<file path="src/hw/rtl/wft_pkg.sv">
`timescale 1ns / 1ps
`default_nettype none
package wft_pkg;
  localparam int unsigned TableEntriesDef = 64;
  localparam int unsigned MaxWordLenDef   = 49;
  localparam int unsigned CharW  = 8;
  localparam int unsigned IndexW = 6;
  localparam int unsigned CountW = 16;
  localparam logic [CountW-1:0] CountMax = '1;

  typedef enum logic [1:0] {
    StCollect,
    StSearch,
    StInsert,
    StOut
  } wft_state_e;
endpackage
`default_nettype wire

</file>
<file path="src/hw/rtl/wft_cell.sv">
`timescale 1ns / 1ps
`default_nettype none
module wft_cell #(
  parameter int unsigned MaxWordLen = wft_pkg::MaxWordLenDef,
  parameter int unsigned LenW       = $clog2(MaxWordLen + 1)
) (
  input  wire                          clk_i,
  input  wire                          shift_i,
  input  wire                          load_i,
  input  wire                          bump_i,
  input  wire  [wft_pkg::CharW*MaxWordLen-1:0] word_i,
  input  wire  [LenW-1:0]              len_i,
  input  wire  [wft_pkg::CharW*MaxWordLen-1:0] word_prev_i,
  input  wire  [LenW-1:0]              len_prev_i,
  input  wire  [wft_pkg::CountW-1:0]   cnt_prev_i,
  output logic [wft_pkg::CharW*MaxWordLen-1:0] word_o,
  output logic [LenW-1:0]              len_o,
  output logic [wft_pkg::CountW-1:0]   cnt_o,
  output logic                         match_o
);
  import wft_pkg::*;

  logic [CharW*MaxWordLen-1:0] word_q;
  logic [LenW-1:0]             len_q;
  logic [CountW-1:0]           cnt_q;
  logic [CharW*MaxWordLen-1:0] mask;

  always_comb begin
    for (int i = 0; i < MaxWordLen; i++) begin
      mask[i*CharW +: CharW] = (LenW'(i) < len_i) ? '1 : '0;
    end
  end

  assign match_o = (len_q == len_i) && (((word_q ^ word_i) & mask) == '0);

  always_ff @(posedge clk_i) begin
    if (load_i) begin
      word_q <= word_i;
      len_q  <= len_i;
      cnt_q  <= CountW'(1);
    end else if (shift_i) begin
      word_q <= word_prev_i;
      len_q  <= len_prev_i;
      cnt_q  <= cnt_prev_i;
    end else if (bump_i && cnt_q != CountMax) begin
      cnt_q <= cnt_q + CountW'(1);
    end
  end

  assign word_o = word_q;
  assign len_o  = len_q;
  assign cnt_o  = cnt_q;
endmodule
`default_nettype wire

</file>
<file path="config.mk">
export PLATFORM = sky130hd
export DESIGN_NAME = wft_cell
export DESIGN_NICKNAME = d
export VERILOG_FILES = /design/src/hw/rtl/wft_pkg.sv /design/src/hw/rtl/wft_cell.sv
export SDC_FILE = /design/constraint.sdc
export NUM_CORES = 1
export LEC_CHECK = 0
export ABC_AREA = 0
export BUFFER_PORTS_ARGS = -buffer_cell sky130_fd_sc_hd__buf_4
export CORE_AREA = 5 5 475 477
export CTS_BUF_LIST = sky130_fd_sc_hd__clkbuf_8
export DETAILED_ROUTE_END_ITERATION = 7
export DIE_AREA = 0 0 480 482
export PLACE_DENSITY = 0.37
export SLEW_MARGIN = 25
export SYNTH_ARGS = -nofsm -noshare
export SYNTH_HDL_FRONTEND = slang
export SYNTH_SLANG_ARGS = --single-unit
export TNS_END_PERCENT = 100
</file>
<file path="constraint.sdc">
create_clock -name clk_i -period 9.2 [get_ports clk_i]
set_input_delay 1.84 -clock clk_i [delete_from_list [all_inputs] [get_ports clk_i]]
set_output_delay 1.84 -clock clk_i [all_outputs]
set_load 0.01 [all_outputs]
</file>
# Word level (Yosys, flattened, before mapping)

Index checks and enable logic that the tools add are counted.

Output and inout port bits: 415
Flip-flop bits (word level): 414
Bits of input ports: 816
Logic and storage cells: 117

Bitwise operators: 2
Multiplexer cells: 55
Magnitude comparators: 49
Add/subtract/negate cells: 1
Equality and inequality tests: 2
Reductions and logical operators: 5

Operators by type and width:

| operator              | number |
|---|---|
| $mux 392              | 2 |
| $and 392x392->392     | 1 |
| $logic_not 392->1     | 1 |
| $mux 8                | 49 |
| $xor 392x392->392     | 1 |
| $lt 6x6->1 const A    | 17 |
| $lt 5x6->1 const A    | 16 |
| $lt 4x6->1 const A    | 8 |
| $mux 16               | 2 |
| $lt 3x6->1 const A    | 4 |
| $add 16x1->16 const B | 1 |
| $ne 16x16->1 const B  | 1 |
| $lt 1x6->1 const A    | 2 |
| $lt 2x6->1 const A    | 2 |
| $mux 6                | 2 |
| $eq 6x6->1            | 1 |
| $reduce_bool 2->1     | 2 |
| $logic_and 1x1->1     | 2 |

# Logic depth before layout (Yosys ltp)

Gate-level depths: netlist (run 1).

Word-level depth: 5
Depth in mapped cells: 8

# Least setup slack after synthesis (run 1)

OpenSTA, ideal clock, no wires.

Path type: in2reg
From: input port load_i
To: register len_q[0] (netlist: len_o[0]), enable pin
Setup slack: 1.079 ns
Required time: 8.602 ns
Arrival: 7.523 ns
Stages on the path: 4
Path through: clkbuf_1 clkbuf_1 clkbuf_1 or2_2

Word-level cells in the longest chain between the ends: 1

RTL lines:

| item                               | RTL line       | RTL |
|---|---|---|
| start: declaration                 | wft_cell.sv:9  | `input wire load_i,` |
| $reduce_bool 2->1 (no source line) | -              |  |
| end signal: assignment             | wft_cell.sv:39 | `len_q <= len_i;` |
| end signal: assignment             | wft_cell.sv:43 | `len_q <= len_prev_i;` |
| end: declaration                   | wft_cell.sv:24 | `logic [LenW-1:0] len_q;` |

No other way between the ends.
A chain may end at the register's enable or synchronous reset.

# Worst setup path after layout (run 1)

From: input port word_i[87] (netlist name)
To: output port match_o

Word-level cells in the longest chain between the ends: 4

RTL lines:

| item               | RTL line       | RTL |
|---|---|---|
| start: declaration | wft_cell.sv:11 | `input wire [wft_pkg::CharW*MaxWordLen-1:0] word_i,` |
| $xor 392x392->392  | wft_cell.sv:34 | `assign match_o = (len_q == len_i) && (((word_q ^ word_i) & mask) == '0);` |
| $and 392x392->392  | wft_cell.sv:34 |  |
| $logic_not 392->1  | wft_cell.sv:34 |  |
| $logic_and 1x1->1  | wft_cell.sv:34 |  |
| end: declaration   | wft_cell.sv:19 | `output logic match_o` |

No other way between the ends.

==> results by group, run 1 <==
Timing
  • Min Tclk post-route: 7120 ps
  • Max Freq: 140 MHz
  • Setup repair after global routing missed its margin: false
  • Slew margin rel.: 0.214
  • Finish-stage setup viols: 0
  • Final Max Slew Viols: 0
  • Worst Max-Slew Pin Slew: 1180 ps
  • Max Clock Skew: 5.20 ps
  • Final hold viol count: 0
  • Fin crit share: 0.774
  • Final TNS setup: 0 ps
  • WHS: 644 ps

Logic synthesis
  • Top post-synthesis cells by area: edfxtp_1 (53%), mux2_2 (20%), xor2_1 (12%), xnor2_1 (4.5%), nor4_1 (1.9%)
  • Synth Area in Adders: 0.00100
  • Syn Nets: 2409
  • Distinct cells, synth: 62
  • Avg Cell Area, Syn: 14.1 um^2
  • Cells after Synth: 1592
  • Top-area cell type share of the netlist area: 0.531
  • Post-synthesis compound-gate area fraction: 0.0225
  • Post-synthesis mux area share: 0.205
  • Synth area leader: edfxtp_1
  • Seq cells post-synth: 414
  • EDFF count, synth: 398
  • Largest family of logic cells by synthesized area: multiplexers
  • Main synth FF type: edfxtp_1
  • Asr flop ratio synth: 0
  • Simple-Gate Fraction of Synth Area: 0.0542
  • Xor and xnor area share after synthesis: 0.160
  • Synth warn: 0
  • Syn Std Cell Area: 22500 um^2
  • Sequential area share after synthesis: 0.546

Power and ir drop
  • Leak: 14.9 nW
  • Worst VDD drop: 0.117 mV
  • Pwr dens: 164 nW/um^2

Global routing
  • Largest net degree at the start of global routing: 128
  • First-pass GRT wire length: 229000 um
  • Overflow after GRT: 0
  • Vias in the first global route: 20900
  • GRT Util Overall: 0.153
  • Initial antenna violation count: 158

Floorplanning
  • Die H: 482 um
  • Starting density of the core: 0.102
  • Die width: 480 um
  • Die area: 231000 um^2
  • Core Box Area: 221000 um^2
  • I/O pin count: 1231
  • Row count: 173

Finish
  • Area taken by multi-input logic gates: 10100 um^2
  • Area growth syn-to-layout: 66.9%
  • Most common cell after layout, fill and taps aside: buf_4
  • Sequential cell area: 12300 um^2
  • Final Cell Area: 37600 um^2
  • Commonest cells after routing, fill and taps aside: buf_4 (1257), mux2_2 (398), edfxtp_1 (398)
  • Layout cell share with drive strength beyond 1: 0.609
  • Nets: 3711
  • Filler instances: 24700

Clock network
  • Reg clk slew, reported paths: 60 ps
  • H-tree depth: 3
  • Post-cts resize count: 0
  • CTS tree: yes
  • # Post-CTS Setup Buffers: 0
  • Worst-Skew Late Latency: 790 ps
  • CTS Buffer Depth: 3
  • Hold buffers post-CTS: 0
  • Clock sinks: 414
  • Root buffer selected by CTS: clkbuf_8
  • Cts bufs inserted: 94

Placement
  • DP Area: 35700 um^2
  • PortBufs: 1230
  • DPL Wire Length: 162000 um
  • RePlAce Congestion: 0.921

Detailed routing
  • Vias/cell: 3.33
  • Avg WL per Cell: 31.0 um
  • Vias: 19900
  • Total Wirelength: 186000 um
  • DRC violations left: 0
  • DRT Pass-1 Iters: 7
  • Post-DRT Antenna Nets: 0
  • 1st-iter DRT viols: 1109

Setup path
  • Worst endpoint data arrival time: 5280 ps
  • Startpoint Class: primary input
  • Setup CP Type: primary input to primary output
  • CP Capture Type: primary output
  • CP required: 7360 ps
  • Critical path peak fanout: 2

Outcome
  • Status: completed

Hold path
  • Worst Hold Class: flop to flop

Run
  • Max cap viols: 0
[registers in the layout, summed over array words and instances (netlist names)]
register / count
word_o: 392
cnt_o: 16
len_o: 6
[Yosys cell counts, types with 4 or more instances]
| cell type | instances |
|---|---|
| edfxtp_1 | 398 |
| nand2_1 | 27 |
| nor2_1 | 37 |
| mux2_2 | 398 |
| mux2i_1 | 13 |
| a21oi_1 | 16 |
| clkbuf_1 | 46 |
| nor4_1 | 68 |
| inv_1 | 7 |
| nand3_1 | 11 |
| nor3_1 | 8 |
| o21ai_0 | 9 |
| xor2_1 | 296 |
| nand4_1 | 38 |
| buf_1 | 9 |
| and4_1 | 4 |
| xnor2_1 | 116 |
| a22oi_1 | 5 |
| dfxtp_1 | 16 |
[worst max-delay path: stages]
cell       delay [ps]
buf_4             120
xor2_1            160
nor4_2            730
nand4_1           570
or4_1             670
a211oi_1          260
o2111ai_1         170
a2111oi_2         490
buf_4             250
[report_power, final]
| group | internal, mW | switching, mW | total [mW] |
|---|---|---|---|
| registers | 2.32 | 0.175 | 2.49 |
| logic | 0.753 | 0.777 | 1.53 |
| clock network | 1.06 | 1.06 | 2.12 |
[path summary, 6_finish.rpt]
path / start / endpoint / slack, ps / depth (start not counted)
hold reg to reg: cnt_o[14]$_SDFFE_PP0P_ / cnt_o[14]$_SDFFE_PP0P_ / 640 / 2
setup / recovery: word_i[87] / match_o / 2080 / 9
hold / removal: cnt_o[14]$_SDFFE_PP0P_ / cnt_o[14]$_SDFFE_PP0P_ / 640 / 2
setup reg to reg: cnt_o[3]$_SDFFE_PP0P_ / cnt_o[13]$_SDFFE_PP0P_ / 6980 / 7
[per-layer routing]
layer  track usage  routed length, um  vias up
met5             0                799        -
met3        0.0894              24100      344
li1              -                  -     8678
met1         0.164              67900     9629
met2         0.261              88700     1149
met4        0.0297               4010      124
[per-stage QoR]
step                power [mW]   util  instances  setup WS, ps
global route              6.47  0.170       5952          1940
floorplan                 3.03      -       1592          1080
CTS                       6.33  0.170       5946          1890
detailed placement        4.11  0.162       5773          1900
finish                    6.15  0.170       5976          2080
global placement          4.11  0.161       5772          1870
[logic make-up (layout without fill, tap and decap cells)]
family	Yosys count	in the layout
muxes	411	411
and+or+nand+nor	217	217
AOI/OAI and AO/OA	71	71
buffers and inverters	65	1444
adders and majority gates	2	2
other	0	30
DFF	414	414
xor gates and xnor gates	412	412
[cell type report]
class,count,area share
Sequential cell,414,0.327
Antenna cell,30,0.00200
Clock buffer,97,0.0356
Tap cell,2975,0.0991
Multi-Input combinational cell,1113,0.270
Timing Repair Buffer,1264,0.255
Inverter,7,0.000700
Clock inverter,76,0.0111
Note: power is estimated with default switching activity, not from simulation.
==> run 2, diff against run 1 <==
- ABC_AREA: 0 -> 1
- CORE_AREA: 5 5 475 477 -> 5 5 472 474
- DIE_AREA: 0 0 480 482 -> 0 0 477 479
- PLACE_DENSITY: 0.37 -> 0.39
- clock period: 9.2 -> 6.75 ns (I/O delays scaled with it)
==> results by group, run 2 <==
Outcome
  • Status: completed

Floorplanning
  • Starting density of the core: 0.115 (+0.0129)
  • Die width: 477 um (-0.63%)
  • Core Box Area: 218000 um^2 (-1.2%)
  • Die area: 228000 um^2 (-1.2%)
  • Row count: 172 (-0.58%)
  • Die H: 479 um (-0.62%)
  • I/O pin count: 1231 (unchanged)

Logic synthesis
  • Synth warn: 0 (unchanged)
  • Xor and xnor area share after synthesis: 0.0693 (-0.0912)
  • EDFF count, synth: 398 (unchanged)
  • Seq cells post-synth: 414 (unchanged)
  • Largest family of logic cells by synthesized area: simple AND/OR/NAND/NOR gates
  • Most frequent cell after synthesis: nand2_1
  • Synth Area in Adders: 0.000500 (-0.000502)
  • Sequential area share after synthesis: 0.490 (-0.0555)
  • Synth top cells by count: nand2_1 (1752), inv_1 (448), edfxtp_1 (398)
  • Asr flop ratio synth: 0 (unchanged)
  • Syn Nets: 4218 (+75%)
  • Simple-Gate Fraction of Synth Area: 0.303 (+0.249)
  • Top-area cell type share of the netlist area: 0.477 (-0.0540)
  • Syn Std Cell Area: 25000 um^2 (+11%)
  • Synth area leader: edfxtp_1
  • Post-synthesis mux area share: 0.000400 (-0.205)
  • Avg Cell Area, Syn: 7.36 um^2 (-48%)
  • Post-synthesis compound-gate area fraction: 0.0528 (+0.0303)
  • Top post-synthesis cells by area: edfxtp_1 (48%), nand2_1 (26%), inv_1 (6.7%), xnor2_1 (5.7%), o21ai_0 (4.4%)
  • Distinct cells, synth: 33 (-47%)
  • Cells after Synth: 3401 (+110%)
  • Main synth FF type: edfxtp_1

Detailed routing
  • Post-DRT Antenna Nets: 0 (unchanged)
  • DRC violations left: 0 (unchanged)
  • Avg WL per Cell: 25.5 um (-18%)
  • Total Wirelength: 194000 um (+4.8%)
  • 1st-iter DRT viols: 1609 (+45%)
  • Vias: 27200 (+36%)
  • Vias/cell: 3.57 (+6.9%)
  • DRT Pass-1 Iters: 5 (-2)

Run
  • Max cap viols: 0 (unchanged)

Setup path
  • CP required: 5400 ps (-1960 ps)
  • Worst endpoint data arrival time: 4070 ps (-1210 ps)
  • Startpoint Class: primary input
  • Setup CP Type: primary input to primary output
  • CP Capture Type: primary output
  • Cells along the critical path: buf_4 > nand2_1 > inv_1 > a21oi_1 > nor2_1 > nor2_1 > nand2_1 > nor2_1 > nand3_1 > nor2_1 > buf_4
  • Cell mode on critical path: nor2_1
  • Max incr delay on CP: 580 ps (-150 ps)
  • Critical-path top delay cell: nand2_1
  • Critical path peak fanout: 11 (+9)

Global routing
  • GRT Util Overall: 0.162 (+0.00982)
  • Largest net degree at the start of global routing: 154 (+20%)
  • Overflow after GRT: 0 (unchanged)
  • Vias in the first global route: 27500 (+31%)
  • Initial antenna violation count: 126 (-20%)
  • First-pass GRT wire length: 252000 um (+9.8%)

Finish
  • Most common cell after layout, fill and taps aside: nand2_1
  • Commonest cells after routing, fill and taps aside: nand2_1 (1751), buf_4 (1236), inv_1 (493)
  • Nets: 5464 (+47%)
  • Util after Layout: 0.181 (+0.0112)
  • Layout cell share with drive strength beyond 1: 0.296 (-0.313)
  • Area growth syn-to-layout: 58.0%
  • Max FFs per register: 392 (unchanged)

Timing
  • Final hold viol count: 0 (unchanged)
  • Setup repair after global routing missed its margin: false
  • Worst setup margin: 1330 ps (-748 ps)
  • Min Tclk post-route: 5420 ps
  • Slew margin rel.: 0.385 (+0.171)
  • Final TNS setup: 0 ps (unchanged)
  • Worst Max-Slew Pin Slew: 922 ps (-258 ps)
  • Fin crit share: 0.803
  • Max Clock Skew: 23.9 ps (+18.7 ps)
  • Max Freq: 185 MHz
  • WHS: 533 ps (-111 ps)
  • Finish-stage setup viols: 0 (unchanged)
  • Final Max Slew Viols: 0 (unchanged)

Clock network
  • Post-cts resize count: 0 (unchanged)
  • Cts bufs inserted: 100 (+6.4%)
  • CTS tree: yes
  • Root buffer selected by CTS: clkbuf_8
  • H-tree depth: 3 (unchanged)
  • Clock sinks: 414 (unchanged)
  • # Post-CTS Setup Buffers: 0 (unchanged)
  • Reg clk slew, reported paths: 60 ps (about the same)
  • CTS Buffer Depth: 3 (unchanged)
  • Hold buffers post-CTS: 0 (unchanged)
  • Worst-Skew Late Latency: 840 ps (+50 ps)

Power and ir drop
  • Switching power: 2.99 mW (+48%)
  • Switching Fraction: 0.348 (+0.0197)
  • Worst VDD drop: 0.133 mV (+14%)
  • Clock share of power: 0.344 (about the same)
  • P_int: 5.60 mW (+36%)
  • Leak: 19.5 nW (+32%)
  • Total power: 8.59 mW (+40%)
  • Combinational fraction of design power: 0.258 (+0.009)
  • Part of the power in registers: 0.398 (-0.008)
  • Pwr dens: 217 nW/um^2 (+33%)

Placement
  • Post-place setup slack: 1030 ps (-869 ps)
  • PortBufs: 1230 (unchanged)
  • RePlAce Congestion: 0.952 (+3.4%)
  • DPL Wire Length: 165000 um (+1.8%)

Hold path
  • Worst Hold Class: flop to flop
run 2: path summary, 6_finish.rpt:
path,slack (ps),to,depth (start not counted),from
setup / recovery,1330,match_o,11,len_i[1]
hold / removal,530,cnt_o[3]$_SDFFE_PP0P_,2,cnt_o[3]$_SDFFE_PP0P_
setup reg to reg,4670,cnt_o[8]$_SDFFE_PP0P_,15,cnt_o[0]$_SDFFE_PP1P_
hold reg to reg,530,cnt_o[3]$_SDFFE_PP0P_,2,cnt_o[3]$_SDFFE_PP0P_
run 2: cells by family after synthesis:
| family | Yosys count |
|---|---|
| compound gates | 261 |
| xor+xnor | 198 |
| fa+ha+maj | 1 |
| buf+inv | 554 |
| flops | 414 |
| mux | 1 |
| simple gates | 1972 |
run 2: layout make-up:
class | instances | area, um^2
tap | 2871 | 3590
clock inverter | 79 | 400
fill | 24900 | 179000
clock buffer | 102 | 1400
inverter | 454 | 1710
sequential | 414 | 12300
antenna | 26 | 65.1
multi-input combinational | 2433 | 10700
timing repair buffer | 1244 | 9430
run 2: per-stage QoR:
step | instances | area [um^2]
floorplan | 3401 | 25000
global placement | 7416 | 37700
detailed placement | 7416 | 37700
CTS | 7597 | 39500
global route | 7605 | 39500
finish | 7623 | 39600
run 2: power by group through the flow:
stage          Clock [mW]  Sequential [mW]  Combinational (mW)
6_report             2.95             3.42                2.22
5_1_grt              3.22             3.46                2.43
4_1_cts              3.12             3.42                2.29
3_5_place_dp            0             3.47                2.28
3_3_place_gp            0             3.46                2.29
2_1_floorplan           0             3.54               0.712
run 2: layer usage:
metal | wire (um) | up-vias | track usage
met5 | 646 | - | 0
met4 | 3980 | 100 | 0.0343
met3 | 24800 | 302 | 0.0880
met2 | 90100 | 1255 | 0.270
met1 | 74900 | 12500 | 0.184
li1 | - | 13000 | -
run 2: worst max-delay path: cells and delay by family:
family                 cells  cell delay, ps
AOI/OAI and AO/OA          1             220
buffers and inverters      3             540
and+or+nand+nor            7            1930
